$ cat config.mk
export PLATFORM = sky130hd
export DESIGN_NAME = sii_eeprom_read_sequencer_unit
export DESIGN_NICKNAME = d
export VERILOG_FILES = /design/src/sv/sii_rd_pkg.sv /design/src/sv/sii_eeprom_read_sequencer_unit.sv
export SDC_FILE = /design/constraint.sdc
export NUM_CORES = 1
export LEC_CHECK = 0
export ABC_CLOCK_PERIOD_IN_PS = 6200
export BUFFER_PORTS_ARGS = -buffer_cell sky130_fd_sc_hd__buf_2
export CAP_MARGIN = 20
export CORE_ASPECT_RATIO = 2
export CORE_MARGIN = 2
export CORE_UTILIZATION = 40
export DETAILED_ROUTE_END_ITERATION = 10
export MAX_ROUTING_LAYER = met4
export SLEW_MARGIN = 20
export SYNTH_ARGS = -nofsm -noshare
export SYNTH_HDL_FRONTEND = slang
export SYNTH_SLANG_ARGS = --single-unit
$ cat constraint.sdc
create_clock -name clk -period 6.2 [get_ports clk]
set_input_delay 0 -clock clk [delete_from_list [all_inputs] [get_ports clk]]
set_output_delay 0 -clock clk [all_outputs]
set_load 0.02 [all_outputs]
$ cat src/sv/sii_rd_pkg.sv
// shared constants and codes for the sii eeprom read sequencer
`timescale 1ns / 1ps

package sii_rd_pkg;

  localparam int unsigned READ_COMMAND_CODE_DEFAULT = 256;

  // input modes
  localparam logic [1:0] MODE_START    = 2'd0;
  localparam logic [1:0] MODE_COMPLETE = 2'd1;
  localparam logic [1:0] MODE_CANCEL   = 2'd2;

  // configuration register indexes
  localparam logic [2:0] CFG_BASE_WORD        = 3'd0;
  localparam logic [2:0] CFG_PAIR_COUNT       = 3'd1;
  localparam logic [2:0] CFG_SLAVE_POSITION   = 3'd2;
  localparam logic [2:0] CFG_BUSY_MASK        = 3'd3;
  localparam logic [2:0] CFG_ERROR_MASK       = 3'd4;
  localparam logic [2:0] CFG_NACK_MASK        = 3'd5;
  localparam logic [2:0] CFG_BUSY_POLL_LIMIT  = 3'd6;
  localparam logic [2:0] CFG_NACK_RETRY_LIMIT = 3'd7;

  // configuration reset values
  localparam logic [15:0] BUSY_MASK_RESET        = 16'h8000;
  localparam logic [15:0] ERROR_MASK_RESET       = 16'h7800;
  localparam logic [15:0] NACK_MASK_RESET        = 16'h2000;
  localparam logic [15:0] BUSY_POLL_LIMIT_RESET  = 16'd1000;
  localparam logic [7:0]  NACK_RETRY_LIMIT_RESET = 8'd3;

  // register window selects
  localparam logic [1:0] REG_ADDRESS = 2'd0;
  localparam logic [1:0] REG_CONTROL = 2'd1;
  localparam logic [1:0] REG_STATUS  = 2'd2;
  localparam logic [1:0] REG_DATA    = 2'd3;

  // sequence status codes
  localparam logic [1:0] STATUS_BUSY   = 2'd0;
  localparam logic [1:0] STATUS_DONE   = 2'd1;
  localparam logic [1:0] STATUS_FAILED = 2'd2;

  localparam logic [15:0] WORD_ALIGN_MASK = 16'hFFFE;

endpackage

$ cat src/sv/sii_eeprom_read_sequencer_unit.sv
// top level of the sii eeprom read sequencer
`timescale 1ns / 1ps

// Reads a run of 32-bit word pairs from one slave's SII EEPROM through its
// register window: address write, read command write, status polls until not
// busy, then a 4-byte data read. Every input beat (start, access completion or
// cancel) gives exactly one result beat naming the next register access, any
// word pair to cache and the sequence status. The state update and result are
// worked out in the cycle of acceptance and held in an output register, so a
// new beat is taken every cycle while the output is free or being taken.
// Configuration registers may only be written while idle.
module sii_eeprom_read_sequencer_unit #(
  parameter logic [15:0] READ_COMMAND_CODE = 16'(sii_rd_pkg::READ_COMMAND_CODE_DEFAULT)
) (
  input  logic        clk,
  input  logic        rst,
  // configuration
  input  logic        cfg_write,
  input  logic [2:0]  cfg_index,
  input  logic [15:0] cfg_data,
  // input channel
  input  logic        in_valid,
  output logic        in_stall,
  input  logic [1:0]  mode,
  input  logic        access_ok,
  input  logic [7:0]  reply_length,
  input  logic [31:0] reply_data,
  // output channel
  output logic        out_valid,
  input  logic        out_stall,
  output logic        request_valid,
  output logic        request_is_write,
  output logic [1:0]  request_register,
  output logic [15:0] request_payload,
  output logic [2:0]  request_bytes,
  output logic [15:0] request_station,
  output logic        cache_valid,
  output logic [15:0] cache_word_address,
  output logic [31:0] cache_word_pair,
  output logic [1:0]  sequence_status
);

  localparam logic [2:0] PH_IDLE = 3'd0;
  localparam logic [2:0] PH_ADDR = 3'd1;
  localparam logic [2:0] PH_CTL  = 3'd2;
  localparam logic [2:0] PH_POLL = 3'd3;
  localparam logic [2:0] PH_DATA = 3'd4;
  localparam logic [2:0] PH_DONE = 3'd5;
  localparam logic [2:0] PH_FAIL = 3'd6;

  logic [15:0] base_word;
  logic [15:0] pair_count;
  logic [15:0] slave_position;
  logic [15:0] busy_mask;
  logic [15:0] error_mask;
  logic [15:0] nack_mask;
  logic [15:0] busy_poll_limit;
  logic [7:0]  nack_retry_limit;

  logic [2:0]  phase, phase_next;
  logic [15:0] word_address, word_address_next;
  logic [15:0] pairs_done, pairs_done_next;
  logic [7:0]  nack_retries, nack_retries_next;
  logic [15:0] busy_polls, busy_polls_next;

  logic        cache_hit;
  logic [15:0] poll_status;
  logic [15:0] busy_polls_inc;
  logic [7:0]  nack_retries_inc;
  logic [15:0] pairs_done_inc;
  logic        accept;

  assign in_stall = out_valid & out_stall;
  assign accept   = in_valid & ~in_stall;

  // configuration registers
  always_ff @(posedge clk) begin
    if (rst) begin
      base_word        <= '0;
      pair_count       <= '0;
      slave_position   <= '0;
      busy_mask        <= sii_rd_pkg::BUSY_MASK_RESET;
      error_mask       <= sii_rd_pkg::ERROR_MASK_RESET;
      nack_mask        <= sii_rd_pkg::NACK_MASK_RESET;
      busy_poll_limit  <= sii_rd_pkg::BUSY_POLL_LIMIT_RESET;
      nack_retry_limit <= sii_rd_pkg::NACK_RETRY_LIMIT_RESET;
    end else if (cfg_write) begin
      unique case (cfg_index)
        sii_rd_pkg::CFG_BASE_WORD:        base_word        <= cfg_data;
        sii_rd_pkg::CFG_PAIR_COUNT:       pair_count       <= cfg_data;
        sii_rd_pkg::CFG_SLAVE_POSITION:   slave_position   <= cfg_data;
        sii_rd_pkg::CFG_BUSY_MASK:        busy_mask        <= cfg_data;
        sii_rd_pkg::CFG_ERROR_MASK:       error_mask       <= cfg_data;
        sii_rd_pkg::CFG_NACK_MASK:        nack_mask        <= cfg_data;
        sii_rd_pkg::CFG_BUSY_POLL_LIMIT:  busy_poll_limit  <= cfg_data;
        sii_rd_pkg::CFG_NACK_RETRY_LIMIT: nack_retry_limit <= cfg_data[7:0];
        default: ;
      endcase
    end
  end

  assign poll_status      = reply_data[15:0];
  assign busy_polls_inc   = busy_polls + 16'd1;
  assign nack_retries_inc = nack_retries + 8'd1;
  assign pairs_done_inc   = pairs_done + 16'd1;

  // sequencer step for one beat
  always_comb begin
    phase_next        = phase;
    word_address_next = word_address;
    pairs_done_next   = pairs_done;
    nack_retries_next = nack_retries;
    busy_polls_next   = busy_polls;
    cache_hit         = 1'b0;
    unique case (mode)
      sii_rd_pkg::MODE_START: begin
        word_address_next = base_word & sii_rd_pkg::WORD_ALIGN_MASK;
        pairs_done_next   = '0;
        nack_retries_next = '0;
        busy_polls_next   = '0;
        phase_next        = (pair_count != 16'd0) ? PH_ADDR : PH_DONE;
      end
      sii_rd_pkg::MODE_COMPLETE: begin
        if (!access_ok) begin
          phase_next = PH_FAIL;
        end else begin
          unique case (phase)
            PH_ADDR: phase_next = PH_CTL;
            PH_CTL: begin
              busy_polls_next = '0;
              phase_next      = PH_POLL;
            end
            PH_POLL: begin
              if (reply_length < 8'd2) begin
                phase_next = PH_FAIL;
              end else if ((poll_status & busy_mask) != 16'd0) begin
                busy_polls_next = busy_polls_inc;
                if (busy_polls_inc >= busy_poll_limit) phase_next = PH_FAIL;
              end else if ((poll_status & error_mask) != 16'd0) begin
                if ((poll_status & nack_mask) != 16'd0) begin
                  nack_retries_next = nack_retries_inc;
                  phase_next = (nack_retries_inc >= nack_retry_limit) ? PH_FAIL : PH_ADDR;
                end else begin
                  phase_next = PH_FAIL;
                end
              end else begin
                phase_next = PH_DATA;
              end
            end
            PH_DATA: begin
              if (reply_length < 8'd4) begin
                phase_next = PH_FAIL;
              end else begin
                cache_hit         = 1'b1;
                pairs_done_next   = pairs_done_inc;
                nack_retries_next = '0;
                word_address_next = word_address + 16'd2;
                phase_next        = (pairs_done_inc >= pair_count) ? PH_DONE : PH_ADDR;
              end
            end
            default: phase_next = PH_FAIL;
          endcase
        end
      end
      sii_rd_pkg::MODE_CANCEL: begin
        if (phase != PH_DONE && phase != PH_FAIL) phase_next = PH_FAIL;
      end
      default: ;
    endcase
  end

  always_ff @(posedge clk) begin
    if (rst) begin
      phase        <= PH_IDLE;
      word_address <= '0;
      pairs_done   <= '0;
      nack_retries <= '0;
      busy_polls   <= '0;
    end else if (accept) begin
      phase        <= phase_next;
      word_address <= word_address_next;
      pairs_done   <= pairs_done_next;
      nack_retries <= nack_retries_next;
      busy_polls   <= busy_polls_next;
    end
  end

  // result register
  always_ff @(posedge clk) begin
    if (rst) begin
      out_valid <= 1'b0;
    end else if (accept) begin
      out_valid <= 1'b1;
    end else if (!out_stall) begin
      out_valid <= 1'b0;
    end
  end

  always_ff @(posedge clk) begin
    if (accept) begin
      request_valid      <= 1'b0;
      request_is_write   <= 1'b0;
      request_register   <= sii_rd_pkg::REG_ADDRESS;
      request_payload    <= '0;
      request_bytes      <= 3'd0;
      request_station    <= '0;
      unique case (phase_next)
        PH_ADDR: begin
          request_valid    <= 1'b1;
          request_is_write <= 1'b1;
          request_register <= sii_rd_pkg::REG_ADDRESS;
          request_payload  <= word_address_next;
          request_bytes    <= 3'd2;
          request_station  <= 16'd0 - slave_position;
        end
        PH_CTL: begin
          request_valid    <= 1'b1;
          request_is_write <= 1'b1;
          request_register <= sii_rd_pkg::REG_CONTROL;
          request_payload  <= READ_COMMAND_CODE;
          request_bytes    <= 3'd2;
          request_station  <= 16'd0 - slave_position;
        end
        PH_POLL: begin
          request_valid    <= 1'b1;
          request_register <= sii_rd_pkg::REG_STATUS;
          request_bytes    <= 3'd2;
          request_station  <= 16'd0 - slave_position;
        end
        PH_DATA: begin
          request_valid    <= 1'b1;
          request_register <= sii_rd_pkg::REG_DATA;
          request_bytes    <= 3'd4;
          request_station  <= 16'd0 - slave_position;
        end
        default: ;
      endcase
      cache_valid        <= cache_hit;
      cache_word_address <= cache_hit ? word_address : 16'd0;
      cache_word_pair    <= cache_hit ? reply_data : 32'd0;
      if (phase_next == PH_DONE) begin
        sequence_status <= sii_rd_pkg::STATUS_DONE;
      end else if (phase_next == PH_FAIL) begin
        sequence_status <= sii_rd_pkg::STATUS_FAILED;
      end else begin
        sequence_status <= sii_rd_pkg::STATUS_BUSY;
      end
    end
  end

  // a request only goes out while the sequence is still running
  assert property (@(posedge clk) disable iff (rst)
    out_valid && request_valid |-> sequence_status == sii_rd_pkg::STATUS_BUSY)
    else $error("request issued with sequence finished");

  // a cached pair is followed by the next address write or by done
  assert property (@(posedge clk) disable iff (rst)
    out_valid && cache_valid |->
      sequence_status == sii_rd_pkg::STATUS_DONE ||
      (request_valid && request_is_write && request_register == sii_rd_pkg::REG_ADDRESS))
    else $error("cached pair not followed by address write or done");

  // a held result blocks the input side
  assert property (@(posedge clk) disable iff (rst)
    in_stall |-> out_valid)
    else $error("input stalled with no result held");

  // every result beat comes from an accepted input beat
  assert property (@(posedge clk) disable iff (rst)
    $rose(out_valid) |-> $past(in_valid && !in_stall))
    else $error("result appeared without an input beat");

endmodule

==> qor.csv <==
stage,metric,value,unit
timing,final setup violation count,0,
yosys,Yosys top cell by area,dfxtp_1,
timing,Slew Limit Fails,0,
yosys,adder-cell area share of the yosys netlist,0.0440,
clocking,clk sinks,268,
routing,WL/cell,17.3,µm
outcome,outcome,"complete, but fails checks",
finish,ratio of cells with drive above 1 in the final layout,0.141,
placed_design,Final Wtd Congestion,0.903,
timing,RSZ-0062 raised after global routing,false,
global_routing,pin count of the biggest net entering global routing,110,
setup_path,Worst path max stage delay,0.50,ns
setup_path,Setup crit end kind,flop,
pwr,Total Power,0.00388,W
global_routing,global-route wire length before repair,55.9,mm
placed_design,number of port buffers,156,
pwr,VDD IR max,0.170,mV
timing,clk_skew,0.0283,ns
yosys,Synth Flop Type,dfxtp_1,
routing,DRT Wirelength,35.6,mm
placed_design,Post-DP HPWL,24.8,mm
global_routing,initial antenna violation count,0,
routing,Final ANT Viol Nets,0,
setup_path,WP data required,6.58,ns
global_routing,total track usage,0.218,
routing,DR vias,10900,
setup_path,"Cell Chain, Critical Path",ha_1 -> nand3_1 -> nor3_1 -> and3_1 -> and3_1 -> nand3_1 -> xnor2_1 -> ha_1 -> and4_1 -> a221oi_1 -> o22ai_1 -> o41ai_1 -> a21oi_2 -> or2_1 -> nor3_1,
die,I/O pins,159,
routing,DRC Markers,0,
routing,vias per cell,5.29,
clocking,Worst-path clk slew,0.07,ns
die,Core Rows,92,
finish,fillers,3052,
routing,DR pass1 iterations,5,
timing,Worst-Margin Slew,1.14,ns
timing,Final period util,0.785,
clocking,worst skew pair latency,0.55,ns
timing,Fin Setup TNS,0,ns
pwr,Pwr Density,255,mW/mm²
yosys,simple-gate share of the synthesized area,0.232,
yosys,xor/xnor share of the synthesized area,0.0350,
min_path,worst hold-check path type,in2reg,
setup_path,WP data arrival,5.25,ns
yosys,compound-cell area share of the yosys netlist,0.151,
clocking,TritonCTS buffer count,25,
yosys,Synthesized Nets,1569,
setup_path,crit path buf inv count,0,
setup_path,Worst path top cell family by delay,simple AND/OR/NAND/NOR gates,
yosys,sequential share of the synthesized area,0.489,
yosys,Yosys Warn Count,0,
yosys,Post-synth EDFFs,89,
die,height of the die,257,µm
global_routing,vias in the first global route,10500,
outcome,failing checks,negative hold slack,
yosys,top post-synthesis cells by area,"dfxtp_1, edfxtp_1, nand2_1",
clocking,CTS H-tree depth,1,
clocking,CTS Root Cell,clkbuf_16,
yosys,fraction of registers with async set/reset,0,
setup_path,critical path type,reg2reg,
finish,# diodes,0,
setup_path,CP max FO,15,
yosys,most frequent cell after synthesis,nand2_1,
yosys,share of the synthesized area in the top cell type,0.280,
yosys,top post-synthesis cells by count,"nand2_1, dfxtp_1, a21oi_1",
timing,Slew headroom,0.234,
yosys,Netlist cell types,71,
yosys,post-synthesis mux area share,0.00558,
job,maxcap violations,0,
setup_path,crit path max-delay cell type,o41ai_1,
clocking,Post CTS Setup Buffer Count,0,
timing,Final Hold Fails,1,
yosys,"Avg Cell Area, Syn",8.78,µm²
finish,nets,1732,
pwr,Pleak,6.09,nW
timing,final hold slack,-0.00213,ns
die,die area,0.0335,mm²
yosys,Yosys reg bits,268,
die,width of the die,130,µm
yosys,largest family of logic cells by synthesized area,simple AND/OR/NAND/NOR gates,
global_routing,GRT overflow,0,
clocking,Max clock buf depth,3,
yosys,Syn Inst Count,1457,
setup_path,kind of start point of the critical path,flop,
clocking,CTS tree,yes,
finish,Final Util,0.481,
die,Initial Util,0.406,
die,Core Box Area,0.0315,mm²
yosys,Post-Syn Area,0.0128,mm²
routing,Detailed Route Iter0 Violations,798,
finish,area delta synth->final,18.7,%
timing,"Min Clock Period, post-route",4.87,ns
timing,Peak Freq,205,MHz
==> sequential cells by signal, summed over array words and instances, names as in the netlist <==
name / count
busy_poll_limit: 16
word_address: 16
nack_retries: 8
cache_word_address: 16
cache_valid: 1
request_valid: 1
request_is_write: 1
request_payload: 16
request_bytes: 2
pairs_done: 16
base_word: 15
busy_mask: 16
phase: 3
error_mask: 16
cache_word_pair: 32
nack_retry_limit: 8
request_station: 16
pair_count: 16
busy_polls: 16
sequence_status: 2
slave_position: 16
nack_mask: 16
out_valid: 1
request_register: 2
==> layout by cell type, fill, tap and decap left out, types with 36 or more instances in the layout <==
master         instances
a21oi_1              174
nor2_1               114
nand2_1              297
dlygate4sd3_1         50
edfxtp_1              89
buf_2                155
ha_1                  45
dfxtp_1              179
inv_1                 55
and3_1                67
o21ai_0               36
==> tightest hold or removal path, cell delays in order <==
cell and delay [ns]:
buf_2 0.16, nand2_1 0.10, nor2_1 0.10, nand2_1 0.08
a21oi_1 0.05
==> worst paths after layout <==
check                             start                             to  slack, ns  cells past startpoint
max          pairs_done[0]$_SDFFE_PP0P_  request_payload[14]$_DFFE_PP_       1.33                     15
min                        cfg_index[1]      busy_mask[0]$_SDFFE_PP0P_     -0.002                      5
max reg2reg  pairs_done[0]$_SDFFE_PP0P_  request_payload[14]$_DFFE_PP_       1.33                     15
min reg2reg   busy_mask[8]$_SDFFE_PP0P_      busy_mask[8]$_SDFFE_PP0P_       0.46                      2
==> what timing repair did <==
item                                   4_1_cts  5_1_grt
resized for setup                            0        0
endpoints found under the hold margin      152        0
hold buffers                                50        0
==> kinds of logic after synthesis <==
| group | after synthesis |
|---|---|
| and+or+nand+nor | 633 |
| AOI/OAI and AO/OA | 315 |
| DFF | 268 |
| buffers and inverters | 139 |
| xor gates and xnor gates | 49 |
| adders and majority gates | 45 |
| muxes | 7 |
| other | 1 |
==> stage by stage <==
| step | cells | area, µm² | worst slack (ns) |
|---|---|---|---|
| global placement | 1965 | 13900 | 1.51 |
| global route | 2061 | 15200 | 0.916 |
| finish | 2061 | 15200 | 1.33 |
| detailed placement | 1965 | 13900 | 1.35 |
| floorplan | 1457 | 12800 | 1.84 |
| CTS | 2060 | 15200 | 1.31 |
==> per-layer routing <==
metal,part of all wire,GRT usage,vias to the layer above
met2,0.53,0.388,282
met5,0,-,-
met3,0.044,0.0270,79
li1,-,-,5413
met4,0.040,0.0925,0
met1,0.38,0.241,5133
==> layout make-up <==
cell class	count	area, µm²	share of cell area
sequential	268	6260	0.412
inverter	56	211	0.0139
multi-input combinational	1050	6000	0.395
timing repair buffer	219	1390	0.0912
clock inverter	19	171	0.0113
tap	423	529	0.0349
clock buffer	26	629	0.0414
==> where the power goes <==
| group | total (W) | leakage, nW | internal [W] | switching, W |
|---|---|---|---|---|
| registers | 0.00191 | 2.35 | 0.00188 | 0.0000278 |
| logic | 0.000430 | 3.35 | 0.000143 | 0.000287 |
| clock network | 0.00154 | 0.394 | 0.000833 | 0.000707 |
Note: power is estimated with default switching activity, not from simulation.
